`src/design/c2dmsp_pkg.sv`:
```
// ----------------------------------------------------------------------------
// Convolution unit package
// Shared constants, operation codes and control types of the convolution unit.
// ----------------------------------------------------------------------------
package c2dmsp_pkg;

   localparam int MAX_MAP_DEFAULT      = 32;
   localparam int MAX_FILTER_DEFAULT   = 7;
   localparam int MAX_CHANNELS_DEFAULT = 8;

   localparam int VALUE_W = 16;
   localparam int PROD_W  = 32;
   localparam int BIAS_W  = 32;
   localparam int SUM_W   = 48;
   localparam int COORD_W = 6;
   localparam int CHAN_W  = 3;
   // Signed tap coordinate and unsigned bound arithmetic widths.
   localparam int POS_W   = 10;
   localparam int EXT_W   = 11;

   localparam logic [1:0] OP_LOAD_INPUT  = 2'd0;
   localparam logic [1:0] OP_LOAD_WEIGHT = 2'd1;
   localparam logic [1:0] OP_COMPUTE     = 2'd2;

   localparam logic [2:0] REG_MAP_SIZE      = 3'd0;
   localparam logic [2:0] REG_FILTER_SIZE   = 3'd1;
   localparam logic [2:0] REG_CHANNEL_COUNT = 3'd2;
   localparam logic [2:0] REG_STEP_STRIDE   = 3'd3;
   localparam logic [2:0] REG_ZERO_PAD      = 3'd4;
   localparam logic [2:0] REG_BIAS_VALUE    = 3'd5;

   localparam logic [5:0]  MAP_SIZE_RESET      = 6'd32;
   localparam logic [2:0]  FILTER_SIZE_RESET   = 3'd3;
   localparam logic [3:0]  CHANNEL_COUNT_RESET = 4'd1;
   localparam logic [2:0]  STEP_STRIDE_RESET   = 3'd1;
   localparam logic [1:0]  ZERO_PAD_RESET      = 2'd0;
   localparam logic [31:0] BIAS_VALUE_RESET    = 32'd0;

   typedef struct packed {
      logic valid;
      logic inrange;
      logic last;
   } tap_ctrl_type;

   function automatic int addr_width(input int depth);
      return (depth > 1) ? $clog2(depth) : 1;
   endfunction

   function automatic int count_width(input int max_value);
      return $clog2(max_value + 1);
   endfunction

endpackage

```
`src/design/c2dmsp_mac.sv`:
```
// ----------------------------------------------------------------------------
// Shared multiply-accumulate unit
// Multiplies one input and weight pair per cycle and adds the product to a
// 48-bit accumulator that starts from the bias.
// ----------------------------------------------------------------------------
module c2dmsp_mac
   import c2dmsp_pkg::*;
(
   input  logic                     clock,
   input  logic                     reset,
   input  logic                     clear,
   input  logic signed [BIAS_W-1:0] bias,
   input  tap_ctrl_type             tap,
   input  logic signed [VALUE_W-1:0] rd_input,
   input  logic signed [VALUE_W-1:0] rd_weight,
   output logic signed [SUM_W-1:0]  acc,
   output logic                     done
);

   tap_ctrl_type               tap_d1_ff;
   logic signed [PROD_W-1:0]   prod_in;
   logic signed [PROD_W-1:0]   prod_ff;
   logic                       pvalid_ff;
   logic                       plast_ff;
   logic signed [SUM_W-1:0]    acc_ff;
   logic                       done_ff;

   always_comb begin
      prod_in = '0;
      if (tap_d1_ff.inrange) begin
         prod_in = rd_input * rd_weight;
      end
   end

   always_ff @(posedge clock) begin
      if (reset) begin
         tap_d1_ff <= '0;
         pvalid_ff <= 1'b0;
         plast_ff  <= 1'b0;
         done_ff   <= 1'b0;
      end else begin
         tap_d1_ff <= tap;
         pvalid_ff <= tap_d1_ff.valid;
         plast_ff  <= tap_d1_ff.valid && tap_d1_ff.last;
         done_ff   <= pvalid_ff && plast_ff && !clear;
      end
   end

   always_ff @(posedge clock) begin
      prod_ff <= prod_in;
      if (clear) begin
         acc_ff <= {{(SUM_W - BIAS_W){bias[BIAS_W-1]}}, bias};
      end else if (pvalid_ff) begin
         acc_ff <= acc_ff + {{(SUM_W - PROD_W){prod_ff[PROD_W-1]}}, prod_ff};
      end
   end

   assign acc  = acc_ff;
   assign done = done_ff;

endmodule

```
`config.mk`:
```
export PLATFORM = sky130hd
export DESIGN_NAME = c2dmsp_mac
export DESIGN_NICKNAME = d
export VERILOG_FILES = /design/src/design/c2dmsp_pkg.sv /design/src/design/c2dmsp_mac.sv
export SDC_FILE = /design/constraint.sdc
export NUM_CORES = 1
export LEC_CHECK = 0
export BUFFER_PORTS_ARGS = -buffer_cell sky130_fd_sc_hd__buf_4
export CAP_MARGIN = 10
export CORE_UTILIZATION = 50
export DETAILED_ROUTE_END_ITERATION = 10
export GPL_TIMING_DRIVEN = 0
export HOLD_SLACK_MARGIN = 0.12
export PLACE_DENSITY = 0.68
export SKIP_CTS_REPAIR_TIMING = 1
export SLEW_MARGIN = 5
export SYNTH_ARGS = -nofsm -noshare
export SYNTH_HDL_FRONTEND = slang
export SYNTH_SLANG_ARGS = --single-unit
```
`constraint.sdc`:
```
create_clock -name clock -period 11.4 [get_ports clock]
set_input_delay 3.42 -clock clock [delete_from_list [all_inputs] [get_ports clock]]
set_output_delay 3.42 -clock clock [all_outputs]
set_load 0.01 [all_outputs]
```
After elaboration in Yosys (flattened, before gate mapping)
Cells that the tools add are included.

cells by class
  add/subtract/negate cells = 1
  mux-type cells = 2
  multipliers = 1
  reduce and logical (&&, ||, !) cells = 5

operators with widths
  cell                 number
  $mux W48             2
  $add A48 B48 Y48     1
  $mul A16 B16 Y32     1
  $logic_and A1 B1 Y1  3
  $reduce_bool A2 Y1   1
  $logic_not A1 Y1     1

storage, ports and cells
  flip-flop bits (word level) = 86
  output and inout bits = 49
  input bits = 70
  word-level logic and storage cells = 17

Longest topological paths before layout
  word-level depth = 3
  mapped depth = 25
  mapped depth without buffers = 24

Worst setup path after synthesis
No wires, ideal clock.

  kind = input port to flip-flop
  start point = input port rd_input[15]
  end point = register prod_ff[29]
  data required time = 11.320 ns
  buffers on the path = 1
  stages on the path = 21
  path slack = 2.390 ns
  arrival time = 8.930 ns
  setup time = 0.080 ns
  path through = clkbuf_1 > nand2_1 > fa_1 > inv_1 > fa_1 > inv_1 > fa_1 > fa_1 > fa_1 > fa_1 > inv_1 > ha_1 > a21o_1 > a21o_1 > a21oi_1 > o21ai_0 > a21oi_1 > a21oi_1 > o31a_1 > o21ai_1 > nor3b_1

between the ends
  longest elaborated chain between the ends = 1

ends and longest elaborated chain
  item                    line              text
  start: declaration      c2dmsp_mac.sv:14  input logic signed [VALUE_W-1:0] rd_input,
  $mul A16 B16 Y32        c2dmsp_mac.sv:31  prod_in = rd_input * rd_weight;
  end signal: assignment  c2dmsp_mac.sv:50  prod_ff <= prod_in;
  end: declaration        c2dmsp_mac.sv:22  logic signed [PROD_W-1:0] prod_ff;

No other way between the ends.
A chain may end at the register's enable or synchronous reset.

Worst setup path in the final report
  start point = input port rd_weight[4]
  end point = register prod_ff[31]

between the ends
  longest elaborated chain between the ends = 1

ends and longest elaborated chain
  item                line              text
  start: declaration  c2dmsp_mac.sv:15  input logic signed [VALUE_W-1:0] rd_weight,
  $mul A16 B16 Y32    c2dmsp_mac.sv:31

No other way between the ends.

==> flow_summary.toml <==
[route]
via_per_inst = 5.44
initialDrtViolationCount = 874
num_vias = 12500
drtAntennaViolNets = 0
dr.pass1.iters = 8
wire_per_inst_um = 17.9
drt_wl_total_mm = 41.2
drc_errors = 28

[yosys]
synth-main-ff-cell = "edfxtp_1"
ys_seq_area_share_pct = 14.0
syn_inst = 1766
avgSynthCellArea_um2 = 8.88
yosysWarnings = 0
ys_types = 75
async_flop_share_pct = 0
synth-seq-cells = 86
synth_edf_count = 48
synth_area_mm2 = 0.0157
synthesis.nets = 2228

[layout]
drive_gt1_share_pct = 8.53
final_cells = 2296
areaGrowthSynthToFinish_pct = 11.0
final_nets = 2357
nFillCells = 2852
n_antenna_cell = 0

[clock_tree]
clock_latency_ps = 350
cts_tree = "yes"
clk_root_buffer_cell = "clkbuf_16"
htreeDepth = 3
clk_pin_slew_ps = 70
cts_num_sinks = 86
clockBufferDepth = 2
numCtsBuffers = 9

[timing]
setup_tns_ps = 0
fmax_mhz = 103
rsz0062_at_grt = "false"
period_needed_ps = 9690
finalClockSkew_ps = 11.8
final-hold-violation-count = 0
maxSlewHeadroom_pct = 22.3
fin_crit_sh_pct = 85.0
holdWs_ps = 433
setup_viol = 0
maxSlewViolCount = 0
worstMarginPinSlew_ps = 1170

[setup_path]
worstPathMaxFanout = 10
critPathTopFamily = "adder cells"
crit_required_ps = 11660
critical_path_class = "in2reg"
endpoint = "prod_ff[31]"
cp_common_cell = "fa_1"
reg2reg_slack_ps = 8050
endpoint_kind = "flop"
critPathLaunchType = "input port"
critPathLaunch = "rd_weight[4]"
reg2reg_depth = 10
path_depth = 23
cp.arrival_ps = 9950
slowest_delay_ps = 760
reg2reg_to = "acc[44]"
crit_buf_inv = 7
path_cells = "buf_4, clkbuf_1, nand2_1, fa_1, inv_1, fa_1, inv_1, fa_1, fa_1, inv_1, fa_1, inv_1, fa_1, inv_1, ha_1, nand4_1, nor2_1, and3_1, nand3_1, a21oi_1, nor3_1, o21ai_0, nor3b_1"
reg2reg_from = "prod_ff[31]"
crit_slowest_cell = "fa_1"

[placed_design]
dpl.hpwl_mm = 34.9
post-place-cells = 2280
port_buffers = 118
globalplace.congestion = 0.927

[global_route]
track_usage_pct = 27.1
grt-ovfl-total = 0
antenna_found_initial = 0
grt_pass1_wl_mm = 67.0
grt_max_degree = 49
grt_pass1_vias = 13000

[die]
design.die.area_mm2 = 0.0321
rows = 64
die_h_um = 179
io_pins = 119
start_util_pct = 51.0
core_region_area_mm2 = 0.0307
die_w_um = 179

[flow_run]
drv_cap = 0

[run_status]
violations = "design-rule violations"
outcome = "finished with violations"

[worst_hold_path]
min_from = "tap_d1_ff[0]"
hold_path_class = "reg2reg"
holdPathStages = 1
## through the flow
step | cell area (um^2) | utilization, % | setup slack (ps)
after CTS | 17400 | 56.6 | 1670
after global placement | 17100 | 55.5 | 1420
final | 17400 | 56.6 | 1710
after floorplan | 15700 | - | 2390
after global routing | 17400 | 56.6 | 1140
after detailed placement | 17100 | 55.5 | 1310
## layout by cell type, fill, tap and decap left out, drive strengths merged, types with 6 or more instances in the layout
cell type    n
and2       132
edfxtp      48
o21bai      17
nand4       19
xor2        26
o21ai       75
nor3        20
dfxtp       38
nand2b      11
a211oi      11
buf        127
or2          6
ha         129
nand2      203
nor2b        6
a21oi       71
fa         263
xnor2       42
a31oi       13
clkbuf      70
a21o        41
and3         6
nand3       19
inv        342
nor2        79
o21a        13
## kinds of logic after synthesis
group / share of synthesized area (%)
AOI/OAI and AO/OA: 12.0
xor gates and xnor gates: 3.80
adders and majority gates: 43.9
buffers and inverters: 9.84
DFF: 14.0
muxes: 0.144
and+or+nand+nor: 16.3
## how the worst min path moves through the flow
| stage | slack [ps] | to |
|---|---|---|
| finish | 430 | plast_ff |
| global placement | 410 | plast_ff |
| floorplan | 410 | plast_ff |
| global route | 470 | plast_ff |
| CTS | 440 | plast_ff |
| detailed placement | 420 | plast_ff |
## layer usage
layer / global-route usage (%) / up-vias / share of wire (%)
li1: - / 5862 / -
met1: 35.8 / 6091 / 44
met2: 46.2 / 463 / 47
met3: 3.33 / 74 / 6.6
met4: 8.82 / 0 / 2.8
met5: 0 / - / 0
## registers in the layout, indices dropped and copies added (netlist names)
name	flops
tap_d1_ff	3
acc	48
prod_ff	32
pvalid_ff	1
plast_ff	1
done	1
## cell type report
| class | instances | area (um^2) | share of cell area [%] |
|---|---|---|---|
| multi-input cells | 1271 | 11900 | 68.6 |
| clock inverters | 6 | 97.6 | 0.560 |
| inverters | 340 | 1280 | 7.33 |
| clock buffers | 10 | 250 | 1.44 |
| flip-flops and latches | 86 | 2200 | 12.6 |
| well taps | 396 | 495 | 2.85 |
| repair buffers | 118 | 886 | 5.09 |
| plain buffers | 69 | 268 | 1.54 |
## worst reg2reg max path, stage by stage, from the launching register on
cell and delay (ps):
dfxtp_1 850, ha_1 380, clkbuf_1 240, a21oi_1 320, o21ai_0 210, a21oi_1 190
o21ai_0 110, a21oi_1 190, o31ai_1 130, o21ai_1 120, or3b_1 370
## cells in the mapped netlist (26+ instances only)
cell type,count,area share (%)
and2_1,131,5.2
dfxtp_1,38,4.9
xor2_1,26,1.5
edfxtp_1,48,9.2
nor2_1,79,1.9
inv_1,338,8.1
fa_1,263,34
a21oi_1,70,2.2
nand2_1,203,4.9
clkbuf_1,60,1.4
xnor2_1,42,2.3
ha_1,129,10
a21o_1,40,1.9
o21ai_0,66,2.1
Power is left out: the tool's default activity adds up to more than one toggle a clock period on the data nets, which glitch-free logic cannot reach.
