<file path="src/design/c2dmsp_pkg.sv">
// ----------------------------------------------------------------------------
// Convolution unit package
// Shared constants, operation codes and control types of the convolution unit.
// ----------------------------------------------------------------------------
package c2dmsp_pkg;

   localparam int MAX_MAP_DEFAULT      = 32;
   localparam int MAX_FILTER_DEFAULT   = 7;
   localparam int MAX_CHANNELS_DEFAULT = 8;

   localparam int VALUE_W = 16;
   localparam int PROD_W  = 32;
   localparam int BIAS_W  = 32;
   localparam int SUM_W   = 48;
   localparam int COORD_W = 6;
   localparam int CHAN_W  = 3;
   // Signed tap coordinate and unsigned bound arithmetic widths.
   localparam int POS_W   = 10;
   localparam int EXT_W   = 11;

   localparam logic [1:0] OP_LOAD_INPUT  = 2'd0;
   localparam logic [1:0] OP_LOAD_WEIGHT = 2'd1;
   localparam logic [1:0] OP_COMPUTE     = 2'd2;

   localparam logic [2:0] REG_MAP_SIZE      = 3'd0;
   localparam logic [2:0] REG_FILTER_SIZE   = 3'd1;
   localparam logic [2:0] REG_CHANNEL_COUNT = 3'd2;
   localparam logic [2:0] REG_STEP_STRIDE   = 3'd3;
   localparam logic [2:0] REG_ZERO_PAD      = 3'd4;
   localparam logic [2:0] REG_BIAS_VALUE    = 3'd5;

   localparam logic [5:0]  MAP_SIZE_RESET      = 6'd32;
   localparam logic [2:0]  FILTER_SIZE_RESET   = 3'd3;
   localparam logic [3:0]  CHANNEL_COUNT_RESET = 4'd1;
   localparam logic [2:0]  STEP_STRIDE_RESET   = 3'd1;
   localparam logic [1:0]  ZERO_PAD_RESET      = 2'd0;
   localparam logic [31:0] BIAS_VALUE_RESET    = 32'd0;

   typedef struct packed {
      logic valid;
      logic inrange;
      logic last;
   } tap_ctrl_type;

   function automatic int addr_width(input int depth);
      return (depth > 1) ? $clog2(depth) : 1;
   endfunction

   function automatic int count_width(input int max_value);
      return $clog2(max_value + 1);
   endfunction

endpackage

</file>
<file path="src/design/c2dmsp_seq.sv">
// ----------------------------------------------------------------------------
// Tap sequencer
// Walks filter rows, filter columns and channels one tap per cycle, forms the
// store addresses and the border test, and hands the result to the output.
// ----------------------------------------------------------------------------
module c2dmsp_seq
   import c2dmsp_pkg::*;
#(
   parameter int MAX_MAP      = MAX_MAP_DEFAULT,
   parameter int MAX_FILTER   = MAX_FILTER_DEFAULT,
   parameter int MAX_CHANNELS = MAX_CHANNELS_DEFAULT,
   localparam int MW  = count_width(MAX_MAP),
   localparam int FW  = count_width(MAX_FILTER),
   localparam int CW  = count_width(MAX_CHANNELS),
   localparam int IAW = addr_width(MAX_CHANNELS * MAX_MAP * MAX_MAP),
   localparam int WAW = addr_width(MAX_CHANNELS * MAX_FILTER * MAX_FILTER)
)
(
   input  logic                    clock,
   input  logic                    reset,
   input  logic                    start,
   input  logic                    skip,
   input  logic [MW-1:0]           map_eff,
   input  logic [FW-1:0]           filt_eff,
   input  logic [CW-1:0]           chan_eff,
   input  logic signed [POS_W-1:0] y0,
   input  logic signed [POS_W-1:0] x0,
   input  logic                    mac_done,
   input  logic                    out_free,
   output logic                    ready,
   output tap_ctrl_type            tap,
   output logic [IAW-1:0]          in_addr,
   output logic [WAW-1:0]          w_addr,
   output logic                    out_load
);

   localparam logic [1:0] ST_IDLE  = 2'd0;
   localparam logic [1:0] ST_RUN   = 2'd1;
   localparam logic [1:0] ST_DRAIN = 2'd2;
   localparam logic [1:0] ST_DONE  = 2'd3;

   logic [1:0]              state_ff, state_in;
   logic [FW-1:0]           ty_ff, ty_in;
   logic [FW-1:0]           tx_ff, tx_in;
   logic [CW-1:0]           d_ff, d_in;
   logic signed [POS_W-1:0] y0_ff, x0_ff;
   logic signed [POS_W-1:0] iy, ix;
   logic                    last_tap;
   logic                    inrange;
   logic [31:0]             in_lin;
   logic [31:0]             w_lin;

   assign iy = y0_ff + $signed(POS_W'(ty_ff));
   assign ix = x0_ff + $signed(POS_W'(tx_ff));

   assign inrange = (iy >= 0) && (ix >= 0) &&
                    (iy < $signed(POS_W'(map_eff))) && (ix < $signed(POS_W'(map_eff)));

   assign last_tap = (ty_ff == FW'(filt_eff - 1'b1)) && (tx_ff == FW'(filt_eff - 1'b1)) &&
                     (d_ff == CW'(chan_eff - 1'b1));

   assign in_lin = ((32'(d_ff) * MAX_MAP) + 32'(iy[POS_W-1:0])) * MAX_MAP
                   + 32'(ix[POS_W-1:0]);
   assign w_lin  = ((32'(d_ff) * MAX_FILTER) + 32'(ty_ff)) * MAX_FILTER + 32'(tx_ff);

   assign in_addr = in_lin[IAW-1:0];
   assign w_addr  = w_lin[WAW-1:0];

   always_comb begin
      state_in = state_ff;
      ty_in    = ty_ff;
      tx_in    = tx_ff;
      d_in     = d_ff;
      tap      = '0;
      out_load = 1'b0;
      unique case (state_ff)
         ST_IDLE: begin
            if (start) begin
               ty_in    = '0;
               tx_in    = '0;
               d_in     = '0;
               state_in = skip ? ST_DONE : ST_RUN;
            end
         end
         ST_RUN: begin
            tap.valid   = 1'b1;
            tap.inrange = inrange;
            tap.last    = last_tap;
            if (last_tap) begin
               state_in = ST_DRAIN;
            end else if (d_ff == CW'(chan_eff - 1'b1)) begin
               d_in = '0;
               if (tx_ff == FW'(filt_eff - 1'b1)) begin
                  tx_in = '0;
                  ty_in = ty_ff + 1'b1;
               end else begin
                  tx_in = tx_ff + 1'b1;
               end
            end else begin
               d_in = d_ff + 1'b1;
            end
         end
         ST_DRAIN: begin
            if (mac_done) begin
               state_in = ST_DONE;
            end
         end
         ST_DONE: begin
            if (out_free) begin
               out_load = 1'b1;
               state_in = ST_IDLE;
            end
         end
         default: begin
            state_in = ST_IDLE;
         end
      endcase
   end

   always_ff @(posedge clock) begin
      if (reset) begin
         state_ff <= ST_IDLE;
      end else begin
         state_ff <= state_in;
      end
   end

   always_ff @(posedge clock) begin
      ty_ff <= ty_in;
      tx_ff <= tx_in;
      d_ff  <= d_in;
      if (start && (state_ff == ST_IDLE)) begin
         y0_ff <= y0;
         x0_ff <= x0;
      end
   end

   assign ready = (state_ff == ST_IDLE);

endmodule

</file>
<file path="config.mk">
export PLATFORM = sky130hd
export DESIGN_NAME = c2dmsp_seq
export DESIGN_NICKNAME = d
export VERILOG_FILES = /design/src/design/c2dmsp_pkg.sv /design/src/design/c2dmsp_seq.sv
export SDC_FILE = /design/constraint.sdc
export NUM_CORES = 1
export LEC_CHECK = 0
export BUFFER_PORTS_ARGS = -buffer_cell sky130_fd_sc_hd__buf_2
export CORE_MARGIN = 4
export CORE_UTILIZATION = 51
export CTS_CLUSTER_DIAMETER = 200
export CTS_CLUSTER_SIZE = 16
export DETAILED_ROUTE_END_ITERATION = 16
export GPL_ROUTABILITY_DRIVEN = 0
export PLACE_DENSITY = 0.78
export SYNTH_ARGS = -nofsm -noshare
export SYNTH_HDL_FRONTEND = slang
export SYNTH_SLANG_ARGS = --single-unit
export TNS_END_PERCENT = 50
</file>
<file path="constraint.sdc">
create_clock -name clock -period 5.7 [get_ports clock]
set_input_delay 1.425 -clock clock [delete_from_list [all_inputs] [get_ports clock]]
set_output_delay 1.425 -clock clock [all_outputs]
set_load 0.05 [all_outputs]
</file>
### Word-level counts from Yosys, hierarchy flattened

Cells that the tools add are included.

| operators by class | value |
|---|---|
| bitwise operators | 0 |
| multiplexer cells | 22 |
| div/mod/pow operators | 0 |
| reduce and logical (&&, ||, !) cells | 12 |
| equal/unequal tests | 13 |
| $lt $le $gt $ge | 4 |
| shifts and indexed selects | 0 |
| add/sub/neg operators | 11 |
| multiply operators | 2 |

Operators with widths:

| operator | number |
|---|---|
| $mux 3 | 8 |
| $add 10x4->10 | 2 |
| $ge 10x1->1 const B | 2 |
| $lt 10x7->1 | 2 |
| $ne 2x2->1 const B | 7 |
| $add 13x10->13 | 1 |
| $mux 4 | 3 |
| $pmux 3 s2 | 2 |
| $mux 2 | 5 |
| $add 9x3->9 | 1 |
| $mul 8x3->9 const B | 1 |
| $add 7x3->8 | 1 |
| $add 8x8->8 | 1 |
| $pmux 2 s4 | 1 |
| $pmux 4 s2 | 1 |
| $reduce_and 4->1 | 2 |
| $mul 4x3->7 const B | 1 |
| $add 3x1->3 const B | 2 |
| $eq 3x3->1 | 2 |
| $logic_and 1x1->1 | 6 |
| $reduce_and 5->1 | 1 |
| $add 4x1->4 const B | 1 |
| $eq 2x2->1 const B | 2 |
| $eq 4x4->1 | 1 |
| other kinds (7) | 8 |

| storage, ports and cells | value |
|---|---|
| output and inout bits | 27 |
| memories kept | 0 |
| register bits after elaboration | 32 |
| input port bits | 39 |
| logic and storage cells | 70 |
| memory bits (read-only) | 0 |
| bits in latches | 0 |
| RAM bits | 0 |

### Depth between registers and ports, before layout

Gate-level depths: netlist (run 1).

| logic depth | value |
|---|---|
| depth in word-level cells | 6 |
| depth in mapped cells | 18 |
| mapped depth without buffers | 18 |

### Worst setup path before layout (run 1)

No wires, ideal clock.

| timing path | value |
|---|---|
| path kind | register to output |
| start point | register d_ff[0] |
| end point | output port w_addr[8] |
| data arrival time | 4975 ps |
| data required time | 4275 ps |
| cell stages (with the launch flop) | 18 |
| slack | -700 ps |
| path buffers | 0 |
| path through | edfxtp_1 -> fa_1 -> fa_1 -> inv_1 -> fa_1 -> inv_1 -> a21oi_1 -> o21bai_1 -> xor2_1 -> inv_1 -> fa_1 -> inv_1 -> ha_1 -> ha_1 -> nor2_1 -> nor2_1 -> o41ai_1 -> xnor2_1 |

| on the way | value |
|---|---|
| cells in the longest elaborated chain, start to end | 4 |

RTL lines:

| item | RTL line | RTL |
|---|---|---|
| from (decl) | c2dmsp_seq.sv:45 | `logic [CW-1:0] d_ff, d_in;` |
| from (signal assigned) | c2dmsp_seq.sv:131 | `d_ff <= d_in;` |
| $mul 4x3->7 | c2dmsp_seq.sv:64 | `assign w_lin = ((32'(d_ff) * MAX_FILTER) + 32'(ty_ff)) * MAX_FILTER + 32'(tx_ff);` |
| $add 7x3->8 | c2dmsp_seq.sv:64 |  |
| $mul 8x3->9 | c2dmsp_seq.sv:64 |  |
| $add 9x3->9 | c2dmsp_seq.sv:64 |  |
| to (decl) | c2dmsp_seq.sv:33 | `output logic [WAW-1:0] w_addr,` |

Every way passes these cells.

### Final worst setup path (run 1)

| timing path | value |
|---|---|
| start point | register d_ff[2] |
| end point | output port w_addr[8] |

Same word-level chain as after synthesis.

==> impl_metrics.tcl, run 1 <==
set metrics [dict create \
    arrival_ps 4620 \
    drive_above_1_share 0.303 \
    coreArea_sq_um 6350 \
    ctsRootBufferMaster "clkbuf_8" \
    critical_path_class "reg -> out" \
    synthAdderAreaFrac 0.319 \
    synth_nets 443 \
    hold_buffers 0 \
    whs_endpoint "state_ff[0]" \
    r2r_start "d_ff[2]" \
    cts_buffers 5 \
    die_area_sq_um 7890 \
    drt_iter0_drc 77 \
    die_w_um 88.8 \
    synth_cell_types 34 \
    maxSlewHeadroom 0.386 \
    syn_area_per_cell_sq_um 10.2 \
    io_pins 66 \
    whs_path_depth 2 \
    track_usage 0.188 \
    die_h_um 88.8 \
    routed_wl_um 6990 \
    wl_per_cell_um 13.8 \
    insertedDiodeCount 0 \
    yosysTopAreaCellShare 0.270 \
    finalCritPeriodShare 1.06 \
    rows 29 \
    synthSimpleGateAreaFrac 0.0954 \
    grt_max_degree 21 \
    cp-end-kind "output port" \
    cts_tree "done" \
    synth_seq_cells 32 \
    r2r-end "ty_ff[0]" \
    antenna_found_initial 0 \
    r2r_setup_slack_ps 3230 \
    min_period_ps 6040 \
    report.final.slew_viol_count 0 \
    clk_path_buf_depth 2 \
    synth-main-ff-cell "edfxtp_1" \
    setup_viol 5 \
    start_util 0.525 \
    synth_top_family_by_area "adder cells" \
    drc 0 \
    overflow 0 \
    avgViaCountPerCell 5.14 \
    max_slew.worst_pin.slew_ps 921 \
    cp_max_fo 2 \
    yosys.area.top_type "edfxtp_1" \
    min_from "state_ff[0]" \
    syn_to_final_growth_pct 27.8 \
    fin_util 0.671 \
    syn_area_sq_um 3330 \
    dp.final_hpwl_um 5730 \
    outcome "finished, violations left" \
    async_flop_share 0 \
    rr_worst_depth 8 \
    synth.area.mux_share 0.00300 \
    num_vias 2600 \
    synth_edf_count 30 \
    grt_pass1_wl_um 11700 \
    hp-class "reg -> reg" \
    finalClockSkew_ps 8.60 \
    rsz0062_at_grt "true" \
    fmax_ghz 0.166 \
    maxCapViolCount 0 \
    yosysMostFrequentCell "ha_1" \
    synth_warnings 0 \
    synth.area.top_cells "edfxtp_1 (27%), ha_1 (23%), fa_1 (9.0%)" \
    io_buffers 65 \
    synth_compound_area_frac 0.101 \
    cts.clk_slew.worst_paths_ps 70 \
    netlist_top_cells_count "ha_1 (61), inv_1 (51), xnor2_1 (34)" \
    worst_skew_pair.late_latency_ps 280 \
    h-tree-depth 2 \
    critPathRequiredTime_ps 4280 \
    antenna_left 0 \
    synth_xor_area_frac 0.142 \
    setup_ws_ps -341 \
    syn_inst 328 \
    hold_viol 0 \
    drt-pass1-iter-count 6 \
    seq_area_frac_synth 0.282 \
    cts_sinks 32 \
    violations "setup timing" \
    final_nets 543 \
    critPathLaunchType "flop" \
    grt_pass1_vias 2728 \
]
## registers in the layout (all words and copies together), names as in the netlist
name      count
state_ff      2
d_ff          4
tx_ff         3
x0_ff        10
y0_ff        10
ty_ff         3
## cells in the final DEF (no fill, tap or decap), types with 2 or more instances in the layout
master      n
a31oi_1     2
clkbuf_8    5
buf_6       6
fa_2        2
inv_2       3
a21oi_1    12
dfxtp_1     2
xor2_1     18
and2_1      4
inv_1      48
ha_4        4
a21o_1     12
nor2b_1     3
o2111ai_1   2
xnor2_2     6
o21ai_0     4
nor2_1     18
nor3_1      4
clkinv_2    2
buf_4      28
nand3_1     4
o21bai_1    4
a311oi_1    2
ha_1       57
a21oi_2     5
edfxtp_1   30
o21ai_1     2
nand2b_1    4
nand4_1     3
xnor2_1    28
xor2_2      2
nand2_1    10
fa_1       13
buf_2      59
and3_1      5
## area by class of cell
class / instances / area, sq um
Inverter: 51 / 191
Tap cell: 77 / 96.3
Multi-Input combinational cell: 245 / 2370
Timing Repair Buffer: 93 / 573
Clock buffer: 5 / 68.8
Fill cell: 489 / 2090
Clock inverter: 3 / 13.8
Sequential cell: 32 / 941
## through the flow
step	TNS [ps]	hold slack (ps)	cells	setup WS (ps)	area (sq um)
2_1_floorplan	-640	516	328	-186	3400
4_1_cts	-1410	573	505	-371	4200
5_1_grt	-2090	615	506	-516	4260
3_5_place_dp	-942	558	496	-367	4020
6_report	-1200	572	506	-341	4260
3_3_place_gp	-742	542	496	-277	4020
## cells by family (layout without fill, tap and decap cells)
| kind of cell | count (synthesis) | count (layout) |
|---|---|---|
| mux | 1 | 1 |
| compound gates | 51 | 51 |
| flops | 32 | 32 |
| buf+inv | 51 | 152 |
| xor+xnor | 54 | 54 |
| simple gates | 63 | 63 |
| fa+ha+maj | 76 | 76 |
## worst max path at each step
stage	start	end	slack [ps]
4_1_cts	d_ff[0]	w_addr[7]	-370
3_3_place_gp	d_ff[1]	w_addr[8]	-280
6_report	d_ff[2]	w_addr[8]	-340
5_1_grt	d_ff[2]	w_addr[8]	-520
2_1_floorplan	d_ff[2]	w_addr[7]	-190
3_5_place_dp	d_ff[1]	w_addr[8]	-370
## layer usage
layer | up-vias | track usage | share of wire
met4 | 0 | 0.0508 | 0.011
li1 | 1320 | - | -
met1 | 1223 | 0.229 | 0.42
met2 | 50 | 0.338 | 0.52
met5 | - | 0 | 0
met3 | 7 | 0.0372 | 0.048
## timing repair
action,CTS,global route
endpoints found under the setup margin,6,7
endpoints found under the hold margin,0,0
setup buffers,1,1
cloned,0,0
gates resized for setup,23,9
pin swaps,17,15
## worst max-delay path: stages (launching register included)
cell and delay [ps]:
edfxtp_1 420, fa_1 520, fa_1 560, inv_2 40
fa_2 540, fa_1 420, fa_1 500, inv_2 60
ha_4 200, a21o_1 160, a21oi_2 180, o21ai_2 120
o41ai_4 280, xnor2_2 150, buf_6 170
Power of run 1 is not shown: default switching activity piles up to over one toggle a cycle in this logic, so the estimate is an artifact.
==> inputs of run 2 (changes only) <==
--- a/config.mk
+++ b/config.mk
@@ -13,6 +13,7 @@
 export DETAILED_ROUTE_END_ITERATION = 16
 export GPL_ROUTABILITY_DRIVEN = 0
 export PLACE_DENSITY = 0.78
+export RECOVER_POWER = 100
 export SYNTH_ARGS = -nofsm -noshare
 export SYNTH_HDL_FRONTEND = slang
 export SYNTH_SLANG_ARGS = --single-unit
==> run 2 against run 1 <==
Net effect:
- the flow still finishes with violations (setup timing)
- non-clock buffer count unchanged
- worst hold slack better by 11 ps
- utilization down 0.39 points
- register-to-register slack worse by 30 ps
- largest cell class unchanged
==> impl_metrics.tcl, run 2 (same netlist as run 1, synthesis figures left out) <==
set metrics [dict create \
    dp.final_hpwl_um 5730 \
    hold_viol 0 \
    fin_util 0.667 \
    setup_ws_ps -351 \
    setup_viol 5 \
    grt_pass1_wl_um 11700 \
    finalCritPeriodShare 1.06 \
    cp-end-kind "output port" \
    die_h_um 88.8 \
    die_w_um 88.8 \
    rr_worst_depth 8 \
    whs_path_depth 2 \
    cp_common_cell "fa_1" \
    cp_top_family "adder cells" \
    final_common_cell "ha_1" \
    min_period_ps 6050 \
    syn_to_final_growth_pct 27.1 \
    critPathLaunchType "flop" \
    hold_buffers 0 \
    fmax_ghz 0.165 \
    maxCapViolCount 0 \
    wl_per_cell_um 13.8 \
    final_nets 543 \
    slowest_delay_ps 560 \
    report.final.slew_viol_count 0 \
    start_util 0.525 \
    antenna_found_initial 0 \
    cts.clk_slew.worst_paths_ps 70 \
    drt-pass1-iter-count 4 \
    cp-startpoint "d_ff[2]" \
    io_pins 66 \
    num_vias 2594 \
    cp_max_fo 2 \
    arrival_ps 4630 \
    rows 29 \
    insertedDiodeCount 0 \
    cts_sinks 32 \
    maxSlewHeadroom 0.125 \
    cts_tree "done" \
    finalClockSkew_ps 9.12 \
    path_cells "fa_1 -> fa_1 -> inv_2 -> fa_2 -> fa_1 -> fa_1 -> inv_2 -> ha_4 -> a21o_1 -> a21oi_2 -> o21ai_2 -> o41ai_4 -> xnor2_2 -> buf_6" \
    rsz0062_at_grt "true" \
    routed_wl_um 6970 \
    ctsRootBufferMaster "clkbuf_8" \
    outcome "finished, violations left" \
    drive_above_1_share 0.256 \
    drt_iter0_drc 72 \
    pre_cts_slack_ps -367 \
    h-tree-depth 2 \
    max_slew.worst_pin.slew_ps 1310 \
    min_from "state_ff[0]" \
    worst_skew_pair.late_latency_ps 280 \
    drc 0 \
    reg.largest.list "x0_ff x10, y0_ff x10, d_ff x4" \
    path_buf_inv 3 \
    critPathRequiredTime_ps 4280 \
    worst-path-stages 14 \
    coreArea_sq_um 6350 \
    cts_buffers 5 \
    clk_path_buf_depth 2 \
    critical_path_class "reg -> out" \
    grt_max_degree 21 \
    die_area_sq_um 7890 \
    track_usage 0.188 \
    avgViaCountPerCell 5.13 \
    violations "setup timing" \
    overflow 0 \
    io_buffers 65 \
    hp-class "reg -> reg" \
    r2r_start "d_ff[2]" \
    grt_pass1_vias 2728 \
    antenna_left 0 \
    layout_common_cells "ha_1 (57), inv_1 (48), buf_2 (36), edfxtp_1 (30)" \
    setup-tns-final_ps -1210 \
    cpMaxStageDelayCell "fa_1" \
]
-- run 2: path summary, 6_finish.rpt --
kind | end | slack, ps
max | w_addr[8] | -350
min | state_ff[0] | 580
min reg2reg | state_ff[0] | 580
max reg2reg | ty_ff[0] | 3200
-- run 2: routing by layer --
| layer | global-route usage | wire length [um] | vias to the layer above |
|---|---|---|---|
| met5 | 0 | 0 | - |
| met4 | 0.0508 | 80 | 0 |
| met3 | 0.0372 | 325 | 7 |
| met2 | 0.338 | 3640 | 47 |
| met1 | 0.229 | 2920 | 1222 |
| li1 | - | - | 1318 |
-- run 2: final cells by class --
| cell class | count | area, sq um |
|---|---|---|
| Fill cell | 502 | 2120 |
| Multi-Input combinational cell | 245 | 2370 |
| Clock buffer | 5 | 68.8 |
| Clock inverter | 3 | 13.8 |
| Tap cell | 77 | 96.3 |
| Inverter | 51 | 191 |
| Sequential cell | 32 | 941 |
| Timing Repair Buffer | 93 | 548 |
-- run 2: per-stage QoR --
step,instances,cell area [sq um],hold WS (ps)
3_3_place_gp,496,4020,542
2_1_floorplan,328,3400,516
6_report,506,4230,583
5_1_grt,506,4230,615
3_5_place_dp,496,4020,558
4_1_cts,505,4200,573
-- run 2: worst register-to-register path, stage by stage (launching register included) --
cell and delay, ps:
edfxtp_1 420, buf_4 160, buf_4 160, xor2_1 170
xnor2_1 180, nand4_1 250, nand2b_1 220, a21oi_1 340
and2_0 280
-- run 2: repair_timing --
item,in CTS,in global routing
gates resized for setup,23,9
setup endpoints to repair,6,7
setup buffers,1,1
pin swaps,17,15
Power of run 2 is left out for the same reason.
